[config.mk]
export PLATFORM = sky130hd
export DESIGN_NAME = tcw_sweep
export DESIGN_NICKNAME = d
export VERILOG_FILES = /design/src/sv/tcw_pkg.sv /design/src/sv/tcw_sweep.sv
export SDC_FILE = /design/constraint.sdc
export NUM_CORES = 1
export LEC_CHECK = 0
export BUFFER_PORTS_ARGS = -buffer_cell sky130_fd_sc_hd__buf_2
export CAP_MARGIN = 25
export CORE_MARGIN = 2
export CORE_UTILIZATION = 45
export DETAILED_ROUTE_END_ITERATION = 12
export GPL_ROUTABILITY_DRIVEN = 0
export PLACE_DENSITY = 0.65
export SETUP_SLACK_MARGIN = 0.3
export SLEW_MARGIN = 20
export SYNTH_ARGS = -nofsm -noshare
export SYNTH_HDL_FRONTEND = slang
export SYNTH_SLANG_ARGS = --single-unit
[constraint.sdc]
create_clock -name clock -period 2.3 [get_ports clock]
set_clock_uncertainty 0.15 [all_clocks]
set_input_delay 0.345 -clock clock [delete_from_list [all_inputs] [get_ports clock]]
set_output_delay 0.345 -clock clock [all_outputs]
set_load 0.02 [all_outputs]
[src/sv/tcw_pkg.sv]
// Shared types and constants for the text console character writer.
// Used by tcw_sweep and text_console_char_writer; no dependencies.
package tcw_pkg;

   // Cell and attribute constants
   localparam logic [15:0] BLANK_CELL = 16'h0720;
   localparam logic [7:0]  ATTR_RESET = 8'h0F;
   localparam logic [7:0]  CH_SPACE   = 8'h20;

   // Control characters
   localparam logic [7:0] CH_NEWLINE   = 8'h0A;
   localparam logic [7:0] CH_RETURN    = 8'h0D;
   localparam logic [7:0] CH_BACKSPACE = 8'h08;
   localparam logic [7:0] CH_FORMFEED  = 8'h0C;

   // Transaction mode carried in tuser
   localparam logic MODE_WRITE = 1'b0;
   localparam logic MODE_READ  = 1'b1;

   // Write data source selected by the sweep engine
   localparam logic [1:0] WR_BLANK = 2'd0;
   localparam logic [1:0] WR_COPY  = 2'd1;
   localparam logic [1:0] WR_FILL  = 2'd2;

   // Packed field widths
   localparam int REQ_TDATA_W = 24;
   localparam int RSP_TDATA_W = 32;

   // Sweep command from the sequencer
   typedef struct packed {
      logic start;
      logic scroll;
   } sweep_cmd_type;

   // Sweep status back to the sequencer
   typedef struct packed {
      logic busy;
      logic done;
   } sweep_sts_type;

   // Sweep write request (address travels separately)
   typedef struct packed {
      logic       en;
      logic [1:0] sel;
   } sweep_wr_type;

endpackage

[src/sv/tcw_sweep.sv]
// Sweep engine: one address counter that walks the screen store for clear and scroll.
// Depends on tcw_pkg.
module tcw_sweep #(
   parameter int COLUMNS = 80,
   parameter int CELLS   = 2000,
   parameter int AW      = 11
) (
   input  logic                   clock,
   input  logic                   reset,
   input  tcw_pkg::sweep_cmd_type cmd,
   output tcw_pkg::sweep_sts_type sts,
   output logic [AW-1:0]          rd_addr,
   output tcw_pkg::sweep_wr_type  wr,
   output logic [AW-1:0]          wr_addr
);

   localparam int PW = $clog2(CELLS + COLUMNS);

   logic          active_ff, active_in;
   logic          scroll_ff, scroll_in;
   logic [PW-1:0] ptr_ff, ptr_in;
   logic          pend_ff, pend_in;
   logic          pend_copy_ff, pend_copy_in;
   logic [AW-1:0] pend_addr_ff, pend_addr_in;
   logic          clear_step;
   logic          scroll_step;

   assign clear_step  = active_ff && !scroll_ff;
   assign scroll_step = active_ff && scroll_ff;

   // Advance the pointer; scroll reads one row ahead and writes in the following cycle
   always_comb begin
      active_in    = active_ff;
      scroll_in    = scroll_ff;
      ptr_in       = ptr_ff;
      pend_in      = 1'b0;
      pend_copy_in = pend_copy_ff;
      pend_addr_in = pend_addr_ff;
      if (cmd.start) begin
         active_in = 1'b1;
         scroll_in = cmd.scroll;
         ptr_in    = cmd.scroll ? PW'(COLUMNS) : '0;
      end else if (clear_step) begin
         ptr_in = ptr_ff + PW'(1);
         if (ptr_ff == PW'(CELLS - 1)) begin
            active_in = 1'b0;
         end
      end else if (scroll_step) begin
         pend_in      = 1'b1;
         pend_copy_in = ptr_ff < PW'(CELLS);
         pend_addr_in = AW'(ptr_ff - PW'(COLUMNS));
         ptr_in       = ptr_ff + PW'(1);
         if (ptr_ff == PW'(CELLS + COLUMNS - 1)) begin
            active_in = 1'b0;
         end
      end
   end

   // Control state; reset starts the clearing pass
   always_ff @(posedge clock) begin
      if (reset) begin
         active_ff <= 1'b1;
         scroll_ff <= 1'b0;
         ptr_ff    <= '0;
         pend_ff   <= 1'b0;
      end else begin
         active_ff <= active_in;
         scroll_ff <= scroll_in;
         ptr_ff    <= ptr_in;
         pend_ff   <= pend_in;
      end
   end

   // Pending write payload
   always_ff @(posedge clock) begin
      pend_copy_ff <= pend_copy_in;
      pend_addr_ff <= pend_addr_in;
   end

   // Drive write request and status
   always_comb begin
      wr.en   = clear_step || pend_ff;
      wr.sel  = tcw_pkg::WR_BLANK;
      wr_addr = AW'(ptr_ff);
      if (pend_ff) begin
         wr.sel  = pend_copy_ff ? tcw_pkg::WR_COPY : tcw_pkg::WR_FILL;
         wr_addr = pend_addr_ff;
      end
   end

   assign rd_addr  = AW'(ptr_ff);
   assign sts.busy = active_ff || pend_ff;
   assign sts.done = (clear_step && (ptr_ff == PW'(CELLS - 1))) || (pend_ff && !active_ff);

endmodule

==> results.py <==
metrics = {
    "sta": {
        "maxSlewViolCount": 0,
        "setup_tns_ps": 0,
        "layout_setup_ws_ps": 296.1,
        "fmax_mhz": 499.0,
        "finalCritPeriodShare_pct": 87.13,
        "fin_crit_ps": 2004,
        "setup_violations": 0,
        "hold_ws_ps": 63.19,
        "tightest_slew_ps": 406.7,
        "slew_headroom_pct": 72.85,
        "rsz0062_at_grt": "true",
        "finalHoldViolations": 0,
    },
    "floorplanning": {
        "core_area_sq_mm": 0.003103,
        "io-pin-count": 31,
        "rows": 20,
        "die_area_sq_mm": 0.003797,
        "die_h_um": 61.62,
        "start_util_pct": 48.15,
        "dieWidth_um": 61.62,
    },
    "finish": {
        "finalInstanceArea_sq_mm": 0.001723,
        "instances_no_fill": 220,
        "nFillCells": 298,
        "post-route-util_pct": 55.52,
        "final_nets": 186,
        "mostFrequentLayoutCells": "buf_2 (29), buf_4 (14), nor2_1 (12), edfxtp_1 (12), nand2_1 (11)",
        "final_common_cell": "buf_2",
        "synthToLayoutAreaGrowth_pct": 15.33,
        "drive_gt1_share_pct": 42.61,
        "n_antenna_cell": 0,
    },
    "run_status": {
        "outcome": "complete, no violations",
    },
    "clock_network": {
        "cts_buffers": 3,
        "cts-root-buf": "clkbuf_4",
        "clk_pin_slew_ps": 140,
        "tritoncts": "done",
        "htreeDepth": 1,
        "clock_latency_ps": 330,
        "cts_num_sinks": 27,
        "hold_buffers": 0,
        "clock_path_buffers": 2,
    },
    "setup_path": {
        "crit_path_cell_trace": "and4_1, nand4_1, o21ai_1, buf_4",
        "timing.rr.end": "ptr_ff[9]",
        "r2r_start": "active_ff",
        "worstRegToRegCells": 4,
        "path_class": "flop to primary output",
        "worstSetupStartpointType": "flop",
        "cpPeakStageDelay_ps": 470,
        "setup.worst_path.start": "ptr_ff[8]",
        "worstSetupEndpointType": "primary output",
        "required_ps": 1800,
        "worstPathMaxFanout": 10,
        "slowest_stage": "dfxtp_2",
        "worstPathArrival_ps": 1510,
        "endpoint": "sts[0]",
        "ff2ff_setup_slack_ps": 600,
    },
    "flow_run": {
        "drv_cap": 0,
    },
    "logic_synthesis": {
        "synth_seq_area_share_pct": 44.22,
        "synth_cell_type_count": 35,
        "async_reset_ff_share_pct": 0,
        "synth_warnings": 0,
        "mappedNetlistArea_sq_mm": 0.001494,
        "ys.flop_type": "dfxtp_1",
        "synth_nets": 157,
        "syn_inst": 148,
        "synth-seq-cells": 27,
        "synth.avg_cell_area_sq_um": 10.09,
        "synth-edff-count": 12,
    },
    "grt": {
        "grt_max_degree": 16,
        "grt_overflow": 0,
        "grt_pass1_wl_um": 4899,
        "grt_usage_pct": 17.78,
        "grt_pass1_vias": 1005,
        "antenna_found_initial": 0,
    },
    "route": {
        "via_count": 1142,
        "viasPerCell": 5.191,
        "drt_iter0_drc": 68,
        "ant_nets": 0,
        "route.detailed.drc": 0,
        "firstDrtPassIters": 4,
        "avgRoutedWirePerCell_um": 14.11,
        "wl_um": 3105,
    },
    "worst_hold_path": {
        "holdCritPathClass": "primary input to flop",
    },
    "pwr": {
        "power_uw": 818.8,
        "ir_drop_v": 0.0001603,
        "p_per_area_mw_per_mm2": 475.2,
        "power.leakage_nw": 0.7228,
    },
    "placed_design": {
        "post-place-ws_ps": 370.7,
        "place_hpwl_um": 2187,
        "portBuffers": 30,
        "placed_area_sq_mm": 0.001592,
        "placedCellCount": 208,
    },
}
[cell usage after synthesis, types with 4 or more instances]
library cell / count / share of area [%]
dfxtp_1: 15 / 20
mux2_2: 8 / 6.0
a21oi_1: 6 / 2.0
nand2_1: 11 / 2.8
buf_4: 11 / 5.5
nor2_1: 12 / 3.0
buf_6: 4 / 3.0
ha_1: 5 / 4.2
edfxtp_1: 12 / 24
inv_1: 7 / 1.8
o21ai_0: 8 / 2.7
xnor2_1: 6 / 3.5
[worst max-delay path: cells and delay by family, from the launching register on]
kind / cells / cell delay, ps
flip-flops: 1 / 470
AO/OA/AOI/OAI: 1 / 120
AND/OR/NAND/NOR: 2 / 440
buffers and inverters: 1 / 150
[cells by family (layout without fill, tap and decap cells)]
family	Yosys count	after routing	share of synthesized area [%]
buffers and inverters	26	54	11.47
XOR/XNOR	9	9	5.277
flip-flops	27	27	44.22
AND/OR/NAND/NOR	49	49	18.34
AO/OA/AOI/OAI	21	21	8.460
multiplexers	11	11	8.041
adder cells (fa/ha/maj)	5	5	4.188
[sequential cells by signal (all words and copies together) (netlist names)]
signal	cells
pend_addr_ff	11
ptr_ff	12
scroll_ff	1
pend_copy_ff	1
pend_ff	1
active_ff	1
[how the worst min path moves through the flow]
| stage | to | from | cells after the start | slack [ps] |
|---|---|---|---|---|
| final | scroll_ff | reset | 2 | 60 |
| after floorplan | scroll_ff | reset | 1 | 270 |
| after global routing | scroll_ff | reset | 2 | 50 |
| after global placement | ptr_ff[11] | ptr_ff[11] | 2 | 360 |
| after detailed placement | ptr_ff[11] | ptr_ff[11] | 2 | 360 |
| after CTS | scroll_ff | reset | 2 | 60 |
[metal layers]
| metal | global-route usage (%) | wire, um | vias up |
|---|---|---|---|
| li1 | - | - | 572 |
| met1 | 25.00 | 1519 | 532 |
| met2 | 26.62 | 1397 | 32 |
| met3 | 3.782 | 149 | 6 |
| met4 | 6.991 | 38 | 0 |
| met5 | 0 | 0 | - |
[repair_timing]
action	CTS	global route
gates cloned	0	0
gates resized for setup	13	9
pin swaps	0	2
setup buffers	2	6
endpoints found under the setup margin	11	1
[layout make-up]
cell class                 instances  area, sq um  share of cell area (%)
sequential                        27        683.2                   39.65
multi-input combinational         95        680.7                   39.51
timing repair buffer              43        250.2                   14.52
tap                               44        55.05                   3.195
inverter                           7        26.28                   1.525
clock buffer                       3        22.52                   1.307
clock inverter                     1        5.005                  0.2905
[power breakdown]
group          switching, mW  total [mW]  internal [mW]
combinational         0.0500      0.0868         0.0368
sequential            0.0122       0.521          0.508
clock                  0.146       0.211         0.0655
total                  0.208       0.819          0.611
No activity file was read; power rests on OpenSTA's default activity.
